**config.mk**
```make
export PLATFORM = sky130hd
export DESIGN_NAME = meter_teleinfo_frame_decoder
export DESIGN_NICKNAME = d
export VERILOG_FILES = /design/src/mtfd_pkg.sv /design/src/mtfd_skid.sv /design/src/meter_teleinfo_frame_decoder.sv
export SDC_FILE = /design/constraint.sdc
export NUM_CORES = 1
export LEC_CHECK = 0
export ABC_CLOCK_PERIOD_IN_PS = 6600
export BUFFER_PORTS_ARGS = -buffer_cell sky130_fd_sc_hd__buf_2
export CAP_MARGIN = 20
export CORE_MARGIN = 2
export CORE_UTILIZATION = 40
export CTS_BUF_LIST = sky130_fd_sc_hd__clkbuf_8
export DETAILED_ROUTE_END_ITERATION = 16
export PLACE_DENSITY = 0.6
export SLEW_MARGIN = 25
export SYNTH_ARGS = -nofsm -noshare
export SYNTH_HDL_FRONTEND = slang
export SYNTH_SLANG_ARGS = --single-unit
```
**constraint.sdc**
```tcl
create_clock -name i_clk -period 6.6 [get_ports i_clk]
set_input_delay 0.66 -clock i_clk [delete_from_list [all_inputs] [get_ports i_clk]]
set_output_delay 0.66 -clock i_clk [all_outputs]
set_load 0.01 [all_outputs]
```
**src/mtfd_pkg.sv**
```systemverilog
`timescale 1ns / 1ps

package mtfd_pkg;

    // Line and value capture limits
    localparam logic [5:0] MAX_LINE_CHARS = 6'd32;
    localparam logic [3:0] TEXT_CHARS     = 4'd12;
    localparam int         TEXT_SLOTS     = 12;
    localparam int         NUM_LABELS     = 10;

    // Control characters, 7-bit
    localparam logic [6:0] CH_STX   = 7'h02;
    localparam logic [6:0] CH_ETX   = 7'h03;
    localparam logic [6:0] CH_EOT   = 7'h04;
    localparam logic [6:0] CH_LF    = 7'h0A;
    localparam logic [6:0] CH_CR    = 7'h0D;
    localparam logic [6:0] CH_SPACE = 7'h20;
    localparam logic [6:0] CH_ZERO  = 7'h30;
    localparam logic [6:0] CH_NINE  = 7'h39;

    localparam logic [6:0]  CSUM_OFFSET       = 7'h20;
    localparam logic [9:0]  FRAME_LIMIT_RESET = 10'd280;
    localparam logic [33:0] NUM_MAX           = 34'd999999999;

    // Event codes
    localparam logic [2:0] EV_GROUP_OK     = 3'd0;
    localparam logic [2:0] EV_FRAME_END    = 3'd1;
    localparam logic [2:0] EV_CSUM_BAD     = 3'd2;
    localparam logic [2:0] EV_LABEL_BAD    = 3'd3;
    localparam logic [2:0] EV_FRAME_LONG   = 3'd4;
    localparam logic [2:0] EV_CONN_END     = 3'd5;
    localparam logic [2:0] EV_LINE_LONG    = 3'd6;

    // Labels whose value is reported as a number
    localparam logic [NUM_LABELS-1:0] LABEL_NUMERIC = 10'h1EC;

    typedef struct packed {
        logic [2:0]  event_res;
        logic [3:0]  field_id;
        logic [29:0] number_value;
        logic [63:0] text_head;
        logic [31:0] text_tail;
        logic [3:0]  text_length;
        logic [9:0]  group_number;
    } t_result;

    // Label text, first character in the top byte, padded with zeros
    function automatic logic [63:0] label_text(input logic [3:0] k);
        logic [63:0] t;
        unique case (k)
            4'd0:    t = {"ADCO", 32'h0};
            4'd1:    t = {"OPTARIF", 8'h0};
            4'd2:    t = {"ISOUSC", 16'h0};
            4'd3:    t = {"BASE", 32'h0};
            4'd4:    t = {"PTEC", 32'h0};
            4'd5:    t = {"IINST", 24'h0};
            4'd6:    t = {"IMAX", 32'h0};
            4'd7:    t = {"PAPP", 32'h0};
            4'd8:    t = {"ADPS", 32'h0};
            4'd9:    t = "MOTDETAT";
            default: t = '0;
        endcase
        return t;
    endfunction

    function automatic logic [3:0] label_len(input logic [3:0] k);
        logic [3:0] n;
        unique case (k)
            4'd1:    n = 4'd7;
            4'd2:    n = 4'd6;
            4'd5:    n = 4'd5;
            4'd9:    n = 4'd8;
            default: n = 4'd4;
        endcase
        return n;
    endfunction

endpackage

```
**src/mtfd_skid.sv**
```systemverilog
`timescale 1ns / 1ps

module mtfd_skid (
    input  logic              i_clk,
    input  logic              i_rst_n,
    input  logic              i_push,
    input  mtfd_pkg::t_result i_data,
    output logic              o_full,
    output logic              o_valid,
    output mtfd_pkg::t_result o_data,
    input  logic              i_stall
);

    logic              r_out_valid;
    logic              r_skid_valid;
    mtfd_pkg::t_result r_out;
    mtfd_pkg::t_result r_skid;
    logic              n_out_valid;
    logic              n_skid_valid;
    mtfd_pkg::t_result n_out;
    mtfd_pkg::t_result n_skid;
    logic              out_free;

    // Refill the output from the skid word, else the input; else skid a push
    always_comb begin
        out_free     = !r_out_valid || !i_stall;
        n_out_valid  = r_out_valid;
        n_skid_valid = r_skid_valid;
        n_out        = r_out;
        n_skid       = r_skid;
        if (out_free) begin
            if (r_skid_valid) begin
                n_out        = r_skid;
                n_out_valid  = 1'b1;
                n_skid_valid = i_push;
                n_skid       = i_data;
            end else begin
                n_out       = i_data;
                n_out_valid = i_push;
            end
        end else if (i_push) begin
            n_skid       = i_data;
            n_skid_valid = 1'b1;
        end
    end

    always_ff @(posedge i_clk) begin
        if (!i_rst_n) begin
            r_out_valid  <= 1'b0;
            r_skid_valid <= 1'b0;
        end else begin
            r_out_valid  <= n_out_valid;
            r_skid_valid <= n_skid_valid;
        end
        r_out  <= n_out;
        r_skid <= n_skid;
    end

    assign o_full  = r_skid_valid;
    assign o_valid = r_out_valid;
    assign o_data  = r_out;

    // The skid stage only fills behind a held output word
    a_skid_behind_out: assert property (@(posedge i_clk) disable iff (!i_rst_n)
        r_skid_valid |-> r_out_valid)
        else $error("skid word without output word");

    // No word is pushed while the skid stage is occupied
    a_no_push_full: assert property (@(posedge i_clk) disable iff (!i_rst_n)
        i_push |-> !r_skid_valid)
        else $error("push into full output queue");

endmodule

```
**src/meter_teleinfo_frame_decoder.sv**
```systemverilog
`timescale 1ns / 1ps

// Historic-mode meter telemetry frame decoder.
// Input channel: one received byte per word (i_valid / o_stall); bit 7 is
// ignored. A word is taken at each edge with i_valid high and o_stall low.
// Output channel: one result word per good group, frame end, connection end
// or error (o_valid / i_stall), fields on separate ports.
// Configuration: i_cfg_valid / o_cfg_ready write the frame character limit;
// ready is always high, write only while the block is idle.
// A result is registered in the output register, or in the skid register
// while the output is stalled. Throughput: one byte per cycle while o_stall
// is low, set by the single registered update of the line state.
// Stalls: a two-word output queue sits behind the decoder; o_stall rises only
// when a second result waits behind a stalled one, so bytes that give no
// result keep flowing until then.
// Reset: the block hunts for STX, the limit returns to 280 and the output
// queue empties.
module meter_teleinfo_frame_decoder (
    input  logic        i_clk,
    input  logic        i_rst_n,
    input  logic        i_valid,
    output logic        o_stall,
    input  logic [7:0]  i_rx_byte,
    input  logic        i_cfg_valid,
    output logic        o_cfg_ready,
    input  logic [9:0]  i_cfg_data,
    output logic        o_valid,
    input  logic        i_stall,
    output logic [2:0]  o_event_res,
    output logic [3:0]  o_field_id,
    output logic [29:0] o_number_value,
    output logic [63:0] o_text_head,
    output logic [31:0] o_text_tail,
    output logic [3:0]  o_text_length,
    output logic [9:0]  o_group_number
);

    localparam int NL = mtfd_pkg::NUM_LABELS;

    logic [9:0]          r_frame_limit;
    logic                r_in_frame;
    logic [9:0]          r_frame_cnt;
    logic [5:0]          r_line_pos;
    logic [5:0]          r_sum;
    logic [6:0]          r_prev0;
    logic [6:0]          r_prev1;
    logic [NL-1:0]       r_match;
    logic                r_space;
    logic [29:0]         r_num;
    logic                r_digits_open;
    logic [3:0]          r_val_cnt;
    logic [6:0]          r_val_text [mtfd_pkg::TEXT_SLOTS];
    logic [9:0]          r_good_cnt;

    logic                n_in_frame;
    logic [9:0]          n_frame_cnt;
    logic [5:0]          n_line_pos;
    logic [5:0]          n_sum;
    logic [6:0]          n_prev0;
    logic [6:0]          n_prev1;
    logic [NL-1:0]       n_match;
    logic                n_space;
    logic [29:0]         n_num;
    logic                n_digits_open;
    logic [3:0]          n_val_cnt;
    logic [9:0]          n_good_cnt;

    logic                accept;
    logic                queue_full;
    logic [6:0]          b;
    logic                res_valid;
    mtfd_pkg::t_result   res;
    mtfd_pkg::t_result   out_word;
    logic                line_clear;
    logic                text_we;

    // commit of the character two places back
    logic [6:0]          c;
    logic [5:0]          idx;
    logic [63:0]         lt;
    logic [NL-1:0]       cm_match;
    logic [33:0]         num_wide;
    logic [29:0]         num_next;
    logic                is_digit;

    // line close
    logic [5:0]          body;
    logic                csum_ok;
    logic                hit;
    logic [3:0]          found;

    assign accept      = i_valid && !queue_full;
    assign o_stall     = queue_full;
    assign o_cfg_ready = 1'b1;
    assign b           = i_rx_byte[6:0];

    // Label prefix check and number accumulation for the committed character
    always_comb begin
        c   = r_prev1;
        idx = r_line_pos - 6'd2;
        lt  = '0;
        cm_match = r_match;
        for (int k = 0; k < NL; k++) begin
            lt = mtfd_pkg::label_text(4'(k));
            if ((idx < {2'b00, mtfd_pkg::label_len(4'(k))})
                && (lt[(7 - idx[2:0]) * 8 +: 7] != c)) begin
                cm_match[k] = 1'b0;
            end
        end
        is_digit = (c >= mtfd_pkg::CH_ZERO) && (c <= mtfd_pkg::CH_NINE);
        num_wide = ({4'b0000, r_num} << 3) + ({4'b0000, r_num} << 1)
                   + {30'd0, c[3:0]};
        num_next = (num_wide > mtfd_pkg::NUM_MAX) ? mtfd_pkg::NUM_MAX[29:0]
                                                  : num_wide[29:0];
    end

    // Checksum and first matching label for the line being closed
    always_comb begin
        body    = r_line_pos - 6'd2;
        csum_ok = ({1'b0, r_sum} + mtfd_pkg::CSUM_OFFSET) == r_prev0;
        hit     = 1'b0;
        found   = '0;
        for (int k = 0; k < NL; k++) begin
            if (!hit && r_match[k]
                && ({2'b00, mtfd_pkg::label_len(4'(k))} <= body)) begin
                hit   = 1'b1;
                found = 4'(k);
            end
        end
    end

    // Next state and result for the accepted byte
    always_comb begin
        n_in_frame    = r_in_frame;
        n_frame_cnt   = r_frame_cnt;
        n_line_pos    = r_line_pos;
        n_sum         = r_sum;
        n_prev0       = r_prev0;
        n_prev1       = r_prev1;
        n_match       = r_match;
        n_space       = r_space;
        n_num         = r_num;
        n_digits_open = r_digits_open;
        n_val_cnt     = r_val_cnt;
        n_good_cnt    = r_good_cnt;
        res           = '0;
        res.group_number = r_good_cnt;
        res_valid     = 1'b0;
        line_clear    = 1'b0;
        text_we       = 1'b0;

        if (accept) begin
            if (!r_in_frame) begin
                // hunt for start of frame
                if (b == mtfd_pkg::CH_STX) begin
                    n_in_frame  = 1'b1;
                    n_frame_cnt = '0;
                    n_good_cnt  = '0;
                    line_clear  = 1'b1;
                end
            end else if (r_frame_cnt >= r_frame_limit) begin
                res_valid     = 1'b1;
                res.event_res = mtfd_pkg::EV_FRAME_LONG;
            end else begin
                n_frame_cnt = r_frame_cnt + 10'd1;
                if (b == mtfd_pkg::CH_EOT) begin
                    res_valid     = 1'b1;
                    res.event_res = mtfd_pkg::EV_CONN_END;
                end else if (b == mtfd_pkg::CH_ETX) begin
                    res_valid     = 1'b1;
                    res.event_res = mtfd_pkg::EV_FRAME_END;
                end else if (b == mtfd_pkg::CH_LF) begin
                    line_clear = 1'b1;
                end else if (b == mtfd_pkg::CH_CR) begin
                    res_valid  = 1'b1;
                    line_clear = 1'b1;
                    if (r_line_pos < 6'd3 || !csum_ok) begin
                        res.event_res = mtfd_pkg::EV_CSUM_BAD;
                    end else if (!r_space || !hit) begin
                        res.event_res = mtfd_pkg::EV_LABEL_BAD;
                    end else begin
                        // good group: count it and report the value
                        if (r_good_cnt != 10'h3FF) begin
                            n_good_cnt = r_good_cnt + 10'd1;
                        end
                        res.event_res    = mtfd_pkg::EV_GROUP_OK;
                        res.field_id     = found;
                        res.number_value = mtfd_pkg::LABEL_NUMERIC[found] ? r_num : '0;
                        res.text_length  = r_val_cnt;
                        res.group_number = n_good_cnt;
                        for (int i = 0; i < mtfd_pkg::TEXT_SLOTS; i++) begin
                            if (4'(i) < r_val_cnt) begin
                                if (i < 8) begin
                                    res.text_head[8 * i +: 8] = {1'b0, r_val_text[i]};
                                end else begin
                                    res.text_tail[8 * (i - 8) +: 8] =
                                        {1'b0, r_val_text[i]};
                                end
                            end
                        end
                    end
                end else if (r_line_pos >= mtfd_pkg::MAX_LINE_CHARS) begin
                    res_valid     = 1'b1;
                    res.event_res = mtfd_pkg::EV_LINE_LONG;
                end else begin
                    // ordinary line character: commit the one two places back
                    if (r_line_pos >= 6'd2) begin
                        n_sum   = r_sum + {1'b0, c[4:0]} + {c[5], 5'b00000};
                        n_match = cm_match;
                        if (!r_space) begin
                            n_space = (c == mtfd_pkg::CH_SPACE);
                        end else begin
                            if (r_val_cnt < mtfd_pkg::TEXT_CHARS) begin
                                text_we   = 1'b1;
                                n_val_cnt = r_val_cnt + 4'd1;
                            end
                            if (r_digits_open && is_digit) begin
                                n_num = num_next;
                            end else begin
                                n_digits_open = 1'b0;
                            end
                        end
                    end
                    n_prev1    = r_prev0;
                    n_prev0    = b;
                    n_line_pos = r_line_pos + 6'd1;
                end
            end

            // any result but a good group returns to hunting
            if (res_valid && res.event_res != mtfd_pkg::EV_GROUP_OK) begin
                n_in_frame = 1'b0;
                line_clear = 1'b1;
            end
        end

        if (line_clear) begin
            n_line_pos    = '0;
            n_sum         = '0;
            n_prev0       = '0;
            n_prev1       = '0;
            n_match       = '1;
            n_space       = 1'b0;
            n_num         = '0;
            n_digits_open = 1'b1;
            n_val_cnt     = '0;
        end
    end

    // Hold decoder state
    always_ff @(posedge i_clk) begin
        if (!i_rst_n) begin
            r_frame_limit <= mtfd_pkg::FRAME_LIMIT_RESET;
            r_in_frame    <= 1'b0;
            r_frame_cnt   <= '0;
            r_line_pos    <= '0;
            r_sum         <= '0;
            r_prev0       <= '0;
            r_prev1       <= '0;
            r_match       <= '1;
            r_space       <= 1'b0;
            r_num         <= '0;
            r_digits_open <= 1'b1;
            r_val_cnt     <= '0;
            r_good_cnt    <= '0;
        end else begin
            if (i_cfg_valid && o_cfg_ready) begin
                r_frame_limit <= i_cfg_data;
            end
            r_in_frame    <= n_in_frame;
            r_frame_cnt   <= n_frame_cnt;
            r_line_pos    <= n_line_pos;
            r_sum         <= n_sum;
            r_prev0       <= n_prev0;
            r_prev1       <= n_prev1;
            r_match       <= n_match;
            r_space       <= n_space;
            r_num         <= n_num;
            r_digits_open <= n_digits_open;
            r_val_cnt     <= n_val_cnt;
            r_good_cnt    <= n_good_cnt;
        end
    end

    // Capture value characters
    always_ff @(posedge i_clk) begin
        if (text_we) begin
            r_val_text[r_val_cnt] <= c;
        end
    end

    mtfd_skid u_skid (
        .i_clk   (i_clk),
        .i_rst_n (i_rst_n),
        .i_push  (res_valid),
        .i_data  (res),
        .o_full  (queue_full),
        .o_valid (o_valid),
        .o_data  (out_word),
        .i_stall (i_stall)
    );

    assign o_event_res    = out_word.event_res;
    assign o_field_id     = out_word.field_id;
    assign o_number_value = out_word.number_value;
    assign o_text_head    = out_word.text_head;
    assign o_text_tail    = out_word.text_tail;
    assign o_text_length  = out_word.text_length;
    assign o_group_number = out_word.group_number;

    // While hunting no line is held
    a_hunt_line_idle: assert property (@(posedge i_clk) disable iff (!i_rst_n)
        !r_in_frame |-> (r_line_pos == 6'd0 && r_val_cnt == 4'd0))
        else $error("line state left over while hunting");

    // The line never grows past its limit
    a_line_bound: assert property (@(posedge i_clk) disable iff (!i_rst_n)
        r_line_pos <= mtfd_pkg::MAX_LINE_CHARS)
        else $error("line position beyond limit");

    // Captured value text never exceeds its slots
    a_text_bound: assert property (@(posedge i_clk) disable iff (!i_rst_n)
        r_val_cnt <= mtfd_pkg::TEXT_CHARS)
        else $error("value count beyond capture limit");

endmodule
```
=== Yosys cells after proc, flatten, opt, wreduce, memory -nomap -nowiden ===
Memory sizes are Yosys's and may differ from the RTL's.
Cells that the tools add are included.

* Register bits after elaboration: 399
* Bits in writable memories: 84
* Memory bits (read-only): 16
* Input bits: 23
* Output and inout bits: 150
* Logic and storage cells: 304
* Memories kept: 2

* Add/sub/neg operators: 11
* Order comparisons: 31
* Eq/ne operators: 26
* Shift-type cells: 10
* Multiplexer cells: 105
* Bitwise gates (word level): 8
* Reductions and logical operators: 73

{| class="wikitable"
|+ Memory list
! memory !! words !! bits a word !! read ports !! clocked after memory_dff !! write ports !! RTL line !! source
|-
| r_val_text || 12 || 7 || 12 || 0 || 1 || meter_teleinfo_frame_decoder.sv:52 || <nowiki>logic [6:0] r_val_text [mtfd_pkg::TEXT_SLOTS];</nowiki>
|-
| (no name shown) || 16 || 1 || 1 || 0 || 0 || meter_teleinfo_frame_decoder.sv:188 || <nowiki>res.number_value = mtfd_pkg::LABEL_NUMERIC[found] ? r_num : '0;</nowiki>
|}

{| class="wikitable"
|+ Operator list
! operator !! number
|-
| $mux 147 || 8
|-
| $mux 144 || 6
|-
| $shiftx 64x33->7 const A || 10
|-
| $mux 10 || 12
|-
| $reduce_and 10->1 || 10
|-
| $mux 7 || 12
|-
| $ne 7x7->1 || 10
|-
| $mux 30 || 2
|-
| $mux 1 || 50
|-
| $add 33x31->34 || 1
|-
| $add 34x4->34 || 1
|-
| $gt 34x30->1 const B || 1
|-
| $logic_and 1x1->1 || 33
|-
| $reduce_and 11->1 || 3
|-
| $mux 4 || 8
|-
| $le 3x6->1 const A || 4
|-
| $lt 6x3->1 const B || 4
|-
| $add 10x1->10 const B || 2
|-
| $mux 3 || 6
|-
| $reduce_and 9->1 || 2
|-
| $lt 3x4->1 const A || 4
|-
| $lt 4x4->1 const A || 4
|-
| $logic_not 1->1 || 15
|-
| $eq 7x2->1 const B || 2
|-
| 35 further kinds || 54
|}

=== Longest topological paths before layout ===
* Depth after elaboration: 57
* Depth in mapped cells: 15

=== Hierarchy ===
A second synthesis with hierarchy kept.

* Cells, all modules: 1856
* Area total of the unflattened synthesis: 23410.0 um2

{| class="wikitable"
|+ By module, submodules not included
! module !! instances !! cells an instance !! area each (um2) !! sequential area each (um2)
|-
| meter_teleinfo_frame_decoder || 1 || 1389 || 12360.6 || 4584.4
|-
| mtfd_skid || 1 || 467 || 11049.3 || 8868.5
|}

=== Worst setup path after synthesis ===
OpenSTA, ideal clock, no wires.

* Kind: input port to flip-flop
* Start point: in i_stall
* End point: reg u_skid.r_skid[0] in the netlist's numbering (enable)
* Setup time: 438 ps
* Arrival: 5770 ps
* Slack: 392 ps
* Stages on the path: 2
* Cell sequence: nand2_1 > mux2_2

* Longest elaborated chain between the ends: 4
* Elaborated cells on any way between the ends: 5
* Those cells by class: eq/ne: 1; reduce/logical: 4

{| class="wikitable"
|+ RTL lines
! item !! RTL line !! source
|-
| from (decl) || meter_teleinfo_frame_decoder.sv:28 || <nowiki>input logic i_stall,</nowiki>
|-
| $logic_not 1->1 * || mtfd_skid.sv:26 || <nowiki>out_free = !r_out_valid || !i_stall;</nowiki>
|-
| $logic_or 1x1->1 * || mtfd_skid.sv:26 ||
|-
| $ne 2x1->1 (no line) or $reduce_bool 2->1 (tied branches) || n/a ||
|-
| $reduce_and 2->1 (no line) * || n/a ||
|-
| to (signal assigned) || mtfd_skid.sv:56 || <nowiki>r_skid <= n_skid;</nowiki>
|-
| to (decl) || mtfd_skid.sv:17 || <nowiki>mtfd_pkg::t_result r_skid;</nowiki>
|}

Mark *: on every way between the ends. The rest lies on a longest branch, timed or not.
A chain may end at the register's enable or synchronous reset.

=== Worst setup path in the final report ===
* Start point: reg r_line_pos[1]
* End point: reg r_good_cnt[1]

* Longest elaborated chain between the ends: 44
* Elaborated cells on any way between the ends: 51
* Those cells by class: add/sub: 1; order compare: 6; eq/ne: 2; mux: 10; reduce/logical: 32

{| class="wikitable"
|+ RTL lines
! item !! RTL line !! source
|-
| from (decl) || meter_teleinfo_frame_decoder.sv:43 || <nowiki>logic [5:0] r_line_pos;</nowiki>
|-
| from (signal assigned) || meter_teleinfo_frame_decoder.sv:272 || <nowiki>r_line_pos <= n_line_pos;</nowiki>
|-
| $sub 6x2->6 || meter_teleinfo_frame_decoder.sv:119 || <nowiki>body = r_line_pos - 6'd2;</nowiki>
|-
| $le 3x6->1 || meter_teleinfo_frame_decoder.sv:125 || <nowiki>&& ({2'b00, mtfd_pkg::label_len(4'(k))} <= body)) begin</nowiki>
|-
| $logic_and 1x1->1 || meter_teleinfo_frame_decoder.sv:125 ||
|-
| $mux 1 || meter_teleinfo_frame_decoder.sv:124 || <nowiki>if (!hit && r_match[k]</nowiki>
|-
| $logic_not 1->1 || meter_teleinfo_frame_decoder.sv:124 ||
|-
| $logic_and 1x1->1 || meter_teleinfo_frame_decoder.sv:124 ||
|-
| $logic_and 1x1->1 || meter_teleinfo_frame_decoder.sv:125 ||
|-
| $mux 1 || meter_teleinfo_frame_decoder.sv:124 ||
|-
| [28 not listed] || n/a ||
|-
| $logic_not 1->1 || meter_teleinfo_frame_decoder.sv:124 ||
|-
| $logic_and 1x1->1 || meter_teleinfo_frame_decoder.sv:124 ||
|-
| $logic_and 1x1->1 || meter_teleinfo_frame_decoder.sv:125 ||
|-
| $mux 1 || meter_teleinfo_frame_decoder.sv:124 ||
|-
| $logic_not 1->1 || meter_teleinfo_frame_decoder.sv:179 || <nowiki>end else if (!r_space || !hit) begin</nowiki>
|-
| $logic_or 1x1->1 || meter_teleinfo_frame_decoder.sv:179 ||
|-
| $ne 2x2->1 (no line) || n/a ||
|-
| $reduce_and 9->1 (no line) * || n/a ||
|-
| to (signal assigned) || meter_teleinfo_frame_decoder.sv:281 || <nowiki>r_good_cnt <= n_good_cnt;</nowiki>
|-
| to (decl) || meter_teleinfo_frame_decoder.sv:53 || <nowiki>logic [9:0] r_good_cnt;</nowiki>
|}

Marked as above.

==> impl_metrics.csv <==
group,metric,value,unit
run_status,status,"finished, final reports clean",
detailed_routing,wl_per_cell,18.0,µm
sta,slew_violations,0,
detailed_routing,wl_met2,24200,µm
clock_tree,clock_latency,0.69,ns
logic_synthesis,yosysWarnings,0,
power_and_ir_drop,power.total,5.50,mW
power_and_ir_drop,power_density,225,nW/µm²
floorplan,die_area,56100,µm²
global_routing,grt_max_degree,109,
clock_tree,postCtsSetupBuffers,0,
logic_synthesis,yosysSeqAreaShare,0.587,
logic_synthesis,synth-async-reset-ratio,0,
global_routing,grt_pass1_wl,78800,µm
clock_tree,cts_resized,0,
logic_synthesis,synth_top_area_share,0.490,
logic_synthesis,synth-seq-cells,459,
detailed_routing,dr_wl_met3,1990,µm
critical_path,cp-end-kind,"flop",
clock_tree,cts_buffer_depth,3,
placed_design,gp_congestion,0.848,
floorplan,io_pins,173,
power_and_ir_drop,irDropWorstVdd,0.000139,V
clock_tree,cts_sinks,459,
layout,area_growth,12.9,%
detailed_routing,finalWirelength,49500,µm
sta,slew_headroom,0.300,
placed_design,portBuffers,158,
logic_synthesis,synth-edff-count,354,
detailed_routing,top_layer_used,"met4",
floorplan,start_util,0.404,
logic_synthesis,ys_types,87,
power_and_ir_drop,p_leak,10.9,nW
sta,period_share,0.734,
logic_synthesis,syn-cell-area,21700,µm²
critical_path,path_max_fanout,44,
global_routing,grt_usage,0.177,
floorplan,chipWidth,237,µm
global_routing,grt_pass1_vias,14400,
critical_path,crit_type,"flop to flop",
critical_path,required,7.15,ns
global_routing,antenna_found_initial,1,
critical_path,crit_chain,"inv_1 -> ha_1 -> buf_4 -> or3b_1 -> or4_4 -> a32oi_1 -> o211ai_1 -> o2111a_1 -> o21ai_1 -> nor2_1 -> a22oi_1 -> o21ai_0",
placed_design,dp_hpwl,32000,µm
detailed_routing,vias,14500,
sta,grt_setup_unrepaired,"no",
sta,worst_pin_slew,1.05,ns
detailed_routing,ant_nets,0,
sta,finClkSkew,0.0448,ns
detailed_routing,drt-met1-wl,22200,µm
sta,hold_violations,0,
logic_synthesis,syn_inst,1825,
logic_synthesis,post_synth.cell_area_avg,11.9,µm²
detailed_routing,drtIter0Drc,898,
sta,setup_violations,0,
clock_tree,cts_tree,"done",
worst_hold_path,hold_path_class,"primary input to flop",
floorplan,die_h,237,µm
logic_synthesis,ys.flop_type,"edfxtp_1",
run,drv_cap,0,
clock_tree,clock-root-buffer,"clkbuf_8",
critical_path,cp_data_arrival_time,5.39,ns
floorplan,core,53700,µm²
detailed_routing,first_pass_iters,5,
sta,tns,0,ns
layout,drive_above_1_share,0.156,
critical_path,start_kind,"flop",
global_routing,grt_overflow_total,0,
critical_path,critPathMaxStageDelay,0.71,ns
detailed_routing,routed_via_density,5.29,
critical_path,slowest_stage,"o21ai_1",
detailed_routing,drc_errors,0,
clock_tree,cts_buffers,79,
logic_synthesis,synth_top_area_cell,"edfxtp_1",
layout,layout.nets,2103,
logic_synthesis,synth_area_leaders,"edfxtp_1 (49%), dfxtp_1 (9.7%), ha_1 (5.2%), a21o_1 (2.9%), and2_1 (2.6%)",
sta,fmax,206,MHz
sta,min_period,4.84,ns
floorplan,rows,85,
clock_tree,cts-hold-fix-buffers,0,
clock_tree,clk_pin_slew,0.06,ns
clock_tree,htreeDepth,3,
state kept, by name, summed over array words and instances (netlist names), 4 cells and up:
| name | cells |
|---|---|
| u_skid.o_data | 135 |
| u_skid.r_skid | 135 |
| r_val_text | 84 |
| r_num | 30 |
| r_frame_cnt | 10 |
| r_frame_limit | 10 |
| r_good_cnt | 10 |
| r_match | 10 |
| c | 7 |
| r_prev0 | 7 |
| r_line_pos | 6 |
| r_sum | 6 |
| r_val_cnt | 4 |
synth_stat cells, drive strengths merged (3+ instances only):
cell,n
o211ai,10
nor2b,19
nand2,113
nand4,6
nor3,35
a21boi,11
o22ai,3
clkbuf,73
a211o,6
a31o,5
edfxtp,354
o2111ai,5
xor2,31
nand4b,3
nand2b,14
mux2i,31
a41o,6
or2,7
inv,44
a21oi,76
o21ai,83
o2111a,3
mux2,14
or4,6
o21a,7
a22o,52
a41oi,5
or3,8
and3,55
nand3,24
xnor2,48
nor2,142
a31oi,23
nor3b,12
ha,91
a21o,84
and2,92
fa,3
a211oi,10
a22oi,8
o31ai,5
buf,35
nor4,9
dfxtp,105
nand3b,5
cell usage in the layout, fill, tap and decap left out, types with 23 or more instances in the layout:
| master | netlist | routed |
|---|---|---|
| edfxtp_1 | 354 | 354 |
| and2_1 | 91 | 91 |
| xor2_1 | 31 | 31 |
| ha_1 | 91 | 91 |
| a21o_1 | 84 | 84 |
| o21ai_0 | 80 | 80 |
| buf_2 | 10 | 158 |
| a21oi_1 | 74 | 74 |
| a31oi_1 | 23 | 23 |
| nor3_1 | 34 | 34 |
| dfxtp_1 | 105 | 103 |
| a22o_1 | 52 | 52 |
| xnor2_1 | 48 | 48 |
| mux2i_1 | 31 | 31 |
| inv_1 | 44 | 81 |
| nand2_1 | 112 | 111 |
| nand3_1 | 24 | 24 |
| and3_1 | 55 | 54 |
| clkbuf_8 | 0 | 85 |
| nor2_1 | 139 | 139 |
stage by stage:
step                instance area, µm²   util  instances  hold slack, ns  setup WS, ns
floorplan                        21700      -       1836           0.427         0.392
global placement                 23000  0.429       2601           0.434          1.93
detailed placement               23000  0.429       2601           0.453          1.80
CTS                              24500  0.456       2742           0.188          1.78
global route                     24500  0.456       2743           0.230          1.35
finish                           24500  0.456       2743           0.230          1.76
area by class of cell:
cell class,instances,area [µm²]
timing repair buffer,177,933
sequential,459,12700
tap,696,871
fill,4922,29200
clock buffer,85,1170
clock inverter,56,273
inverter,44,165
multi-input combinational,1225,8340
antenna,1,2.50
layer usage:
metal	up-vias	GRT usage
met5	-	0
met4	0	0.0650
met3	69	0.0338
met2	287	0.298
met1	7051	0.226
li1	7098	-
final timing paths:
path	startpoint	endpoint	slack [ns]	depth (start not counted)
max reg2reg	r_line_pos[1]	r_good_cnt[1]	1.76	12
min	i_cfg_data[4]	r_frame_limit[4]	0.23	3
min reg2reg	r_match[1]	r_match[1]	0.47	2
max	r_line_pos[1]	r_good_cnt[1]	1.76	12
worst max-delay path, delay by kind of cell (launching register included):
kind | cells | cell delay, ns
simple gates | 3 | 0.99
buf+inv | 2 | 0.63
flops | 1 | 0.65
compound gates | 6 | 2.10
fa+ha+maj | 1 | 0.34
logic make-up after synthesis:
group | count (synthesis) | share of synthesized area
fa+ha+maj | 94 | 0.0552
mux | 45 | 0.0216
xor+xnor | 79 | 0.0319
compound gates | 433 | 0.139
simple gates | 561 | 0.133
buf+inv | 152 | 0.0321
flops | 459 | 0.587
other cells | 2 | 0.000346
power breakdown:
part / leakage (nW) / total [mW] / switching [mW] / internal [mW]
clock: 0.873 / 2.37 / 1.15 / 1.23
sequential: 4.44 / 3.08 / 0.00192 / 3.07
combinational: 5.58 / 0.0541 / 0.0359 / 0.0182
total: 10.9 / 5.50 / 1.18 / 4.32
Power figures use the tool's default switching activity.
